--- src/design/olte_pkg.sv ---
// Package for the ordered list table engine: payload structs, operation and
// status codes, cell command type and sizing constants.
// No dependencies.
package olte_pkg;

   localparam int DATA_W           = 32;
   localparam int POS_W            = 7;
   localparam int DEFAULT_CAPACITY = 64;

   typedef enum logic [2:0] {
      KIND_CLEAR      = 3'd0,
      KIND_INSERT     = 3'd1,
      KIND_APPEND     = 3'd2,
      KIND_DELETE     = 3'd3,
      KIND_DELETE_ALL = 3'd4,
      KIND_FIND       = 3'd5,
      KIND_READ       = 3'd6
   } olte_kind_type;

   typedef enum logic [1:0] {
      STATUS_OK       = 2'd0,
      STATUS_OVERFLOW = 2'd1,
      STATUS_BAD_POS  = 2'd2
   } olte_status_type;

   typedef struct packed {
      olte_kind_type              kind;
      logic [POS_W-1:0]           position;
      logic signed [DATA_W-1:0]   entry_value;
   } olte_req_type;

   typedef struct packed {
      olte_status_type            status;
      logic [POS_W-1:0]           found_position;
      logic signed [DATA_W-1:0]   read_value;
      logic [POS_W-1:0]           list_length;
   } olte_rsp_type;

   typedef enum logic [1:0] {
      CELL_HOLD,
      CELL_SHIFT_UP,
      CELL_SHIFT_DOWN,
      CELL_ROTATE
   } olte_cell_op_type;

   typedef struct packed {
      olte_cell_op_type op;
      logic             write_en;
   } olte_cell_cmd_type;

   typedef enum logic {
      ST_IDLE,
      ST_SCAN
   } olte_state_type;

endpackage

--- src/design/olte_cell.sv ---
// One list entry of the cell chain; takes data from its left or right
// neighbor or from the broadcast value. Depends on olte_pkg.
module olte_cell
   import olte_pkg::*;
#(
   parameter int LW  = 7,
   parameter int IDX = 0
) (
   input  logic                clock,
   input  olte_cell_cmd_type   cmd,
   input  logic [LW-1:0]       index,
   input  logic [DATA_W-1:0]   wr_value,
   input  logic [DATA_W-1:0]   left_value,
   input  logic [DATA_W-1:0]   right_value,
   output logic [DATA_W-1:0]   value
);

   localparam logic [LW-1:0] MY_IDX = LW'(IDX);

   logic [DATA_W-1:0] entry_ff, entry_in;

   always_comb begin
      entry_in = entry_ff;
      case (cmd.op)
         CELL_SHIFT_UP: begin
            if (MY_IDX > index) begin
               entry_in = left_value;
            end else if (MY_IDX == index) begin
               entry_in = wr_value;
            end
         end
         CELL_SHIFT_DOWN: begin
            if (MY_IDX >= index) begin
               entry_in = right_value;
            end
         end
         CELL_ROTATE: begin
            // head leaves, kept head re-enters at the tail of the live list
            if (cmd.write_en && MY_IDX == index) begin
               entry_in = wr_value;
            end else begin
               entry_in = right_value;
            end
         end
         default: entry_in = entry_ff;
      endcase
   end

   always_ff @(posedge clock) begin
      entry_ff <= entry_in;
   end

   assign value = entry_ff;

endmodule

--- src/design/olte_ctrl.sv ---
// Sequencer of the list engine: checks operations, drives the cell chain,
// runs the head scan for find, read and delete-all. Depends on olte_pkg.
module olte_ctrl
   import olte_pkg::*;
#(
   parameter int CAPACITY = DEFAULT_CAPACITY,
   parameter int LW       = 7
) (
   input  logic                clock,
   input  logic                reset,
   input  logic                start,
   output logic                busy,
   input  olte_req_type        req,
   output logic                rsp_valid,
   output olte_rsp_type        rsp,
   input  logic [DATA_W-1:0]   head_value,
   output olte_cell_cmd_type   cell_cmd,
   output logic [LW-1:0]       cell_index,
   output logic [DATA_W-1:0]   cell_value
);

   localparam logic [LW-1:0] CAP_L = LW'(CAPACITY);

   olte_state_type     state_ff, state_in;
   logic [LW-1:0]      count_ff, count_in;
   logic [LW-1:0]      step_ff, step_in;
   logic [LW-1:0]      last_ff, last_in;
   logic [LW-1:0]      tgt_ff, tgt_in;
   logic [LW-1:0]      found_ff, found_in;
   olte_kind_type      mode_ff, mode_in;
   logic [DATA_W-1:0]  val_ff, val_in;
   logic [DATA_W-1:0]  rd_ff, rd_in;
   olte_rsp_type       rsp_ff, rsp_in;
   logic               rsp_valid_ff, rsp_valid_in;

   logic [LW-1:0]      pos_ext;
   logic               full;
   logic               keep;

   assign pos_ext = LW'(req.position);
   assign full    = (count_ff >= CAP_L);

   always_comb begin
      state_in     = state_ff;
      count_in     = count_ff;
      step_in      = step_ff;
      last_in      = last_ff;
      tgt_in       = tgt_ff;
      found_in     = found_ff;
      mode_in      = mode_ff;
      val_in       = val_ff;
      rd_in        = rd_ff;
      rsp_in       = rsp_ff;
      rsp_valid_in = 1'b0;
      cell_cmd     = '{op: CELL_HOLD, write_en: 1'b0};
      cell_index   = '0;
      cell_value   = req.entry_value;
      keep         = 1'b1;
      case (state_ff)
         ST_IDLE: begin
            if (start) begin
               rsp_valid_in          = 1'b1;
               rsp_in.status         = STATUS_OK;
               rsp_in.found_position = '0;
               rsp_in.read_value     = '0;
               case (req.kind)
                  KIND_CLEAR: count_in = '0;
                  KIND_INSERT: begin
                     if (full) begin
                        rsp_in.status = STATUS_OVERFLOW;
                     end else if (pos_ext == '0 || pos_ext > count_ff + LW'(1)) begin
                        rsp_in.status = STATUS_BAD_POS;
                     end else begin
                        cell_cmd.op = CELL_SHIFT_UP;
                        cell_index  = pos_ext - LW'(1);
                        count_in    = count_ff + LW'(1);
                     end
                  end
                  KIND_APPEND: begin
                     if (full) begin
                        rsp_in.status = STATUS_OVERFLOW;
                     end else begin
                        cell_cmd.op = CELL_SHIFT_UP;
                        cell_index  = count_ff;
                        count_in    = count_ff + LW'(1);
                     end
                  end
                  KIND_DELETE: begin
                     if (pos_ext == '0 || pos_ext > count_ff) begin
                        rsp_in.status = STATUS_BAD_POS;
                     end else begin
                        cell_cmd.op = CELL_SHIFT_DOWN;
                        cell_index  = pos_ext - LW'(1);
                        count_in    = count_ff - LW'(1);
                     end
                  end
                  KIND_DELETE_ALL, KIND_FIND, KIND_READ: begin
                     if (req.kind == KIND_READ &&
                         (pos_ext == '0 || pos_ext > count_ff)) begin
                        rsp_in.status = STATUS_BAD_POS;
                     end else if (count_ff != '0) begin
                        rsp_valid_in = 1'b0;
                        state_in     = ST_SCAN;
                        mode_in      = req.kind;
                        val_in       = req.entry_value;
                        tgt_in       = pos_ext - LW'(1);
                        step_in      = '0;
                        last_in      = count_ff - LW'(1);
                        found_in     = '0;
                        rd_in        = '0;
                     end
                  end
                  default: ;
               endcase
               rsp_in.list_length = count_in[POS_W-1:0];
            end
         end
         ST_SCAN: begin
            // one entry per cycle passes the head; the list is back in order
            // after the last step
            keep       = !(mode_ff == KIND_DELETE_ALL && head_value == val_ff);
            cell_cmd   = '{op: CELL_ROTATE, write_en: keep};
            cell_index = count_ff - LW'(1);
            cell_value = head_value;
            if (!keep) begin
               count_in = count_ff - LW'(1);
            end
            if (mode_ff == KIND_FIND && head_value == val_ff && found_ff == '0) begin
               found_in = step_ff + LW'(1);
            end
            if (mode_ff == KIND_READ && step_ff == tgt_ff) begin
               rd_in = head_value;
            end
            step_in = step_ff + LW'(1);
            if (step_ff == last_ff) begin
               state_in              = ST_IDLE;
               rsp_valid_in          = 1'b1;
               rsp_in.status         = STATUS_OK;
               rsp_in.found_position = found_in[POS_W-1:0];
               rsp_in.read_value     = rd_in;
               rsp_in.list_length    = count_in[POS_W-1:0];
            end
         end
         default: state_in = ST_IDLE;
      endcase
   end

   always_ff @(posedge clock) begin
      if (reset) begin
         state_ff     <= ST_IDLE;
         count_ff     <= '0;
         rsp_valid_ff <= 1'b0;
      end else begin
         state_ff     <= state_in;
         count_ff     <= count_in;
         rsp_valid_ff <= rsp_valid_in;
      end
   end

   always_ff @(posedge clock) begin
      step_ff  <= step_in;
      last_ff  <= last_in;
      tgt_ff   <= tgt_in;
      found_ff <= found_in;
      mode_ff  <= mode_in;
      val_ff   <= val_in;
      rd_ff    <= rd_in;
      rsp_ff   <= rsp_in;
   end

   assign busy      = (state_ff == ST_SCAN);
   assign rsp_valid = rsp_valid_ff;
   assign rsp       = rsp_ff;

   a_count_bound: assert property (@(posedge clock) disable iff (reset)
      count_ff <= CAP_L)
      else $error("list length above capacity");

   a_no_rsp_in_scan: assert property (@(posedge clock) disable iff (reset)
      state_ff == ST_SCAN |-> !rsp_valid_ff)
      else $error("result strobe during scan");

   a_quick_rsp: assert property (@(posedge clock) disable iff (reset)
      (state_ff == ST_IDLE && start &&
       (req.kind == KIND_CLEAR || req.kind == KIND_INSERT ||
        req.kind == KIND_APPEND || req.kind == KIND_DELETE))
      |=> rsp_valid_ff)
      else $error("single-cycle transaction gave no result");

   a_step_bound: assert property (@(posedge clock) disable iff (reset)
      state_ff == ST_SCAN |-> step_ff <= last_ff)
      else $error("scan ran past list end");

   a_scan_keeps_len: assert property (@(posedge clock) disable iff (reset)
      (state_ff == ST_SCAN && mode_ff != KIND_DELETE_ALL)
      |=> count_ff == $past(count_ff))
      else $error("find or read changed the length");

endmodule

--- src/design/ordered_list_table_engine.sv ---
// Top level of the ordered list table engine: sequencer plus a chain of
// CAPACITY entry cells. Depends on olte_pkg, olte_ctrl and olte_cell.
//
// A transaction is taken when start is high and busy is low; its result is
// shown on rsp for exactly one cycle with rsp_valid, and cannot be held off.
// Clear, insert, append and delete-at-position finish in the accepting cycle:
// the result appears in the next cycle and busy stays low, so one of these can
// be issued every cycle. Find, read (at a valid position) and delete-all
// rotate the list once through the head cell, one entry per cycle: busy is
// high while the list rotates and the result follows in the next cycle,
// when a new transaction may already be accepted. These three finish at
// once on an empty list, as does any operation that fails.
module ordered_list_table_engine
   import olte_pkg::*;
#(
   parameter int CAPACITY = DEFAULT_CAPACITY
) (
   input  logic          clock,
   input  logic          reset,
   input  logic          start,
   output logic          busy,
   input  olte_req_type  req,
   output logic          rsp_valid,
   output olte_rsp_type  rsp
);

   localparam int CNT_W = $clog2(CAPACITY + 1);
   localparam int LW    = (CNT_W > POS_W) ? CNT_W : POS_W;

   olte_cell_cmd_type  cell_cmd;
   logic [LW-1:0]      cell_index;
   logic [DATA_W-1:0]  cell_value;
   logic [DATA_W-1:0]  cell_q [CAPACITY];

   olte_ctrl #(
      .CAPACITY (CAPACITY),
      .LW       (LW)
   ) u_ctrl (
      .clock      (clock),
      .reset      (reset),
      .start      (start),
      .busy       (busy),
      .req        (req),
      .rsp_valid  (rsp_valid),
      .rsp        (rsp),
      .head_value (cell_q[0]),
      .cell_cmd   (cell_cmd),
      .cell_index (cell_index),
      .cell_value (cell_value)
   );

   for (genvar i = 0; i < CAPACITY; i++) begin : g_cell
      logic [DATA_W-1:0] left_value, right_value;
      if (i == 0) begin : g_first
         assign left_value = cell_value;
      end else begin : g_mid_l
         assign left_value = cell_q[i-1];
      end
      if (i == CAPACITY - 1) begin : g_last
         assign right_value = cell_q[i];
      end else begin : g_mid_r
         assign right_value = cell_q[i+1];
      end
      olte_cell #(
         .LW  (LW),
         .IDX (i)
      ) u_cell (
         .clock       (clock),
         .cmd         (cell_cmd),
         .index       (cell_index),
         .wr_value    (cell_value),
         .left_value  (left_value),
         .right_value (right_value),
         .value       (cell_q[i])
      );
   end

endmodule
--- config.mk ---
export PLATFORM = sky130hd
export DESIGN_NAME = ordered_list_table_engine
export DESIGN_NICKNAME = d
export VERILOG_FILES = /design/src/design/olte_pkg.sv /design/src/design/olte_cell.sv /design/src/design/olte_ctrl.sv /design/src/design/ordered_list_table_engine.sv
export SDC_FILE = /design/constraint.sdc
export NUM_CORES = 2
export LEC_CHECK = 0
export BUFFER_PORTS_ARGS = -buffer_cell sky130_fd_sc_hd__buf_2
export CORE_UTILIZATION = 53
export CTS_CLUSTER_SIZE = 14
export DETAILED_ROUTE_END_ITERATION = 6
export PLACE_DENSITY_LB_ADDON = 0.2
export REMOVE_ABC_BUFFERS = 1
export SYNTH_ARGS = -nofsm -noshare
export SYNTH_HDL_FRONTEND = slang
export SYNTH_HIERARCHICAL = 1
export SYNTH_SLANG_ARGS = --single-unit
--- constraint.sdc ---
create_clock -name clock -period 25.5 [get_ports clock]
set_clock_uncertainty 0.05 [all_clocks]
set_input_delay 2.55 -clock clock [delete_from_list [all_inputs] [get_ports clock]]
set_output_delay 2.55 -clock clock [all_outputs]
set_load 0.01 [all_outputs]
==> out/metrics.csv <==
stage,metric,value,unit
placement,hpwl,287100,um
synthesis,synth.distinct_cells,157,
clock_network,clock_latency,0.92,ns
timing,slew_violations,0,
power,p_leak,52.60,nW
power,ir_drop,0.08559,mV
synthesis,synth_top_area_share,49.28,%
synthesis,yosys_register_bits,2200,
clock_network,root_buffer,clkbuf_16,
worst_hold_path,hold_path_class,reg2reg,
global_route,antenna_found_initial,9,
placement,place_area,135000,um2
timing,rsz0062_at_grt,false,
routing,routedWlPerCell,31.70,um
clock_network,cts_resized,0,
setup_path,r2r_setup_slack,16.75,ns
placement,dpl_worst_slack,15.46,ns
synthesis,synthTopCellsByArea,"edfxtp_1 49%, mux2i_1 18%, a221o_1 5.4%",
floorplanning,dieArea,253900,um2
setup_path,cp_common_cell,buf_4,
synthesis,avgSynthCellArea,12.28,um2
routing,dr_total_vias,100500,
global_route,grt-ovfl-total,0,
timing,tns,0,ns
setup_path,r2r_start,u_ctrl/count_ff[4],
clock_network,cts_hold_buf,0,
synthesis,synthFlopType,edfxtp_1,
global_route,grt_max_degree,171,
clock_network,cts.htree.levels,4,
global_route,grt_pass1_wl,660000,um
setup_path,path_cells,buf_2 -> inv_1 -> ha_1 -> or3_1 -> o21ai_1 -> a41o_4 -> buf_12 -> buf_4 -> buf_4 -> buf_4 -> buf_4 -> inv_1 -> a31oi_2 -> buf_4 -> a221o_1,
global_route,grt_use_total,33.79,%
placement,place.port_buffers,94,
routing,via_per_inst,7.131,
placement,gp_congestion,0.9844,
timing,setup_viol,0,
timing,layout_setup_ws,16.12,ns
setup_path,crit_fanout,136,
synthesis,async_flop_share,0,%
synthesis,syn_area,133500,um2
timing,tightest_slew,1.370,ns
timing,relSlewSlack,8.649,%
setup_path,crit_path_end,g_cell[56].u_cell/value[3],
layout,finalNetCount,10630,
worst_hold_path,min_from,g_cell[37].u_cell/value[26],
synthesis,yosys.area.top_type,edfxtp_1,
routing,drtIter0Drc,13640,
timing,fin_crit_sh,36.80,%
setup_path,slowest_delay,0.94,ns
floorplanning,io_pins,95,
floorplanning,die_w,503.9,um
routing,routed_wl,446600,um
power,p_total,12.80,mW
run_status,outcome,finished with violations,
clock_network,postCtsSetupBuffers,0,
setup_path,r2r-end,g_cell[56].u_cell/value[3],
global_route,grt_pass1_vias,99790,
floorplanning,start_util,53.49,%
timing,fin_crit,9.385,ns
power,power_density,89.94,nW/um2
timing,max_freq,106.6,MHz
timing,finalHoldViolCount,0,
setup_path,startpoint_type,input pin,
routing,drc,2,
routing,drtPass1Iterations,7,
synthesis,synth-edff-count,2191,
flow_run,max_cap_viol_count,0,
layout,n_fill_cell,20510,
setup_path,crit_type,in2reg,
setup_path,crit_required,26.23,ns
clock_network,clock_sinks,2200,
routing,ant_nets,0,
clock_network,cts_tree,done,
floorplanning,core,249600,um2
setup_path,crit_path_start,req[32],
setup_path,slowest_stage,buf_4,
setup_path,reg2reg_depth,15,
setup_path,critPathArrivalTime,10.11,ns
clock_network,cts.path.max_buffers,3,
run_status,violations,DRC,
layout,drive_above_1_share,12.01,%
clock_network,clkTransAtPathRegs,0.06,ns
synthesis,synthCells,10870,
setup_path,setup.worst_path.end_class,flip-flop,
clock_network,cts_inserted_buffers,238,
floorplanning,rows,183,
synthesis,seq_area_frac_synth,49.42,%
layout,syn_to_final_growth,6.607,%
layout,final_area,142300,um2
floorplanning,die_h,503.9,um
synthesis,synth_warnings,6,
## cell type report
cell class                      instances  area (um2)  share of cell area, %
Sequential cell                      2200       65980                  46.36
Multi-Input combinational cell       7447       61040                  42.89
Clock buffer                          301        6256                  4.396
Tap cell                             3330        4167                  2.928
Timing Repair Buffer                  382        2763                  1.941
Inverter                              297        1115                 0.7833
Clock inverter                        129       997.2                 0.7007
Antenna cell                            4       10.01               0.007033
## cell families after synthesis
kind of cell | share of synthesized area (%)
compound gates | 15.08
xor+xnor | 0.4396
fa+ha+maj | 0.5099
buf+inv | 5.393
flops | 49.42
mux | 18.99
simple gates | 10.17
## worst min path at each step
stage / endpoint / slack (ns) / depth (start not counted)
after detailed placement: g_cell[59].u_cell/value[23] / 0.51 / 2
after floorplan: g_cell[59].u_cell/value[4] / 0.48 / 2
after global routing: g_cell[0].u_cell/value[6] / 0.54 / 1
after global placement: g_cell[38].u_cell/value[0] / 0.50 / 1
final: g_cell[38].u_cell/value[26] / 0.52 / 1
after CTS: g_cell[0].u_cell/value[0] / 0.52 / 1
## per-layer routing
metal | track usage (%) | wire length [um] | vias to the layer above
met4 | 14.55 | 20160 | 4
met2 | 52.83 | 205100 | 5900
met1 | 45.77 | 177800 | 51160
met3 | 6.538 | 43570 | 987
li1 | - | - | 42430
met5 | 0 | 28 | -
## synthesized netlist by cell type, drive strengths merged (21+ instances only)
cell type	n
and3	179
xnor2	32
a22oi	68
nor4	74
a21boi	40
nor4b	37
maj3	43
mux2	79
nand4	97
a21o	79
inv	295
clkbuf	389
nand3b	21
a31oi	152
o211ai	74
o22ai	37
buf	531
or3	22
edfxtp	2191
xor2	35
and2	270
o21ai	248
or4	49
a21oi	269
a22o	67
a31o	41
nor2b	78
a32oi	33
nor3	62
mux2i	2432
o21a	22
o311ai	131
a211oi	88
nand2	807
o31ai	41
nand3	178
a221o	760
nand2b	112
or3b	33
o221ai	138
nor2	322
## per-stage QoR
stage	hold slack [ns]	instances	utilization (%)
final	0.5171	14090	57.02
after global routing	0.5363	14090	57.02
after CTS	0.5206	14080	57.01
after detailed placement	0.5061	13650	54.10
after global placement	0.5005	13650	54.07
after floorplan	0.4833	9944	-
## critical path, delay by kind of cell
kind | cells | cell delay, ns
AOI/OAI and AO/OA | 4 | 1.76
adders and majority gates | 1 | 0.34
buffers and inverters | 9 | 4.57
and+or+nand+nor | 1 | 0.41
## where the power goes
part           internal [mW]  leakage [nW]  switching (mW)  total (mW)
clock network           1.84          3.54            1.52        3.36
logic                   1.49          28.6            2.37        3.85
registers               5.05          20.5           0.535        5.58
total                   8.38          52.6            4.42        12.8
## cell usage in the layout, fill, tap and decap left out, types with 44 or more instances in the layout
cell type  instances
o221ai_2          50
nor2b_1           73
o21ai_0          188
and3_1           175
nand2_1          800
buf_4            277
a221o_1          717
mux2_4            55
nand4_1           91
nor4_1            44
nand2b_1         111
edfxtp_1        2191
clkbuf_16        241
nor2_1           302
a211oi_1          79
mux2i_1         2432
o221ai_1          87
a21oi_1          257
nand3_1          169
buf_2             94
clkbuf_1          60
o211ai_1          74
a22o_1            65
o311ai_1          90
and2_1           253
a21o_1            78
clkinv_1          63
a31oi_1          143
inv_1            288
## state kept, by name, summed over array words and instances, names as in the netlist
| signal | count |
|---|---|
| u_ctrl/busy | 1 |
| u_ctrl/rsp | 48 |
| u_ctrl/mode_ff | 3 |
| u_ctrl/count_ff | 7 |
| u_ctrl/step_ff | 7 |
| u_ctrl/val_ff | 32 |
| u_ctrl/tgt_ff | 7 |
| u_ctrl/rsp_valid | 1 |
| g_cell.u_cell/value | 2048 |
| u_ctrl/last_ff | 7 |
| u_ctrl/found_ff | 7 |
| u_ctrl/rd_ff | 32 |
(Power assumes the default switching activity.)
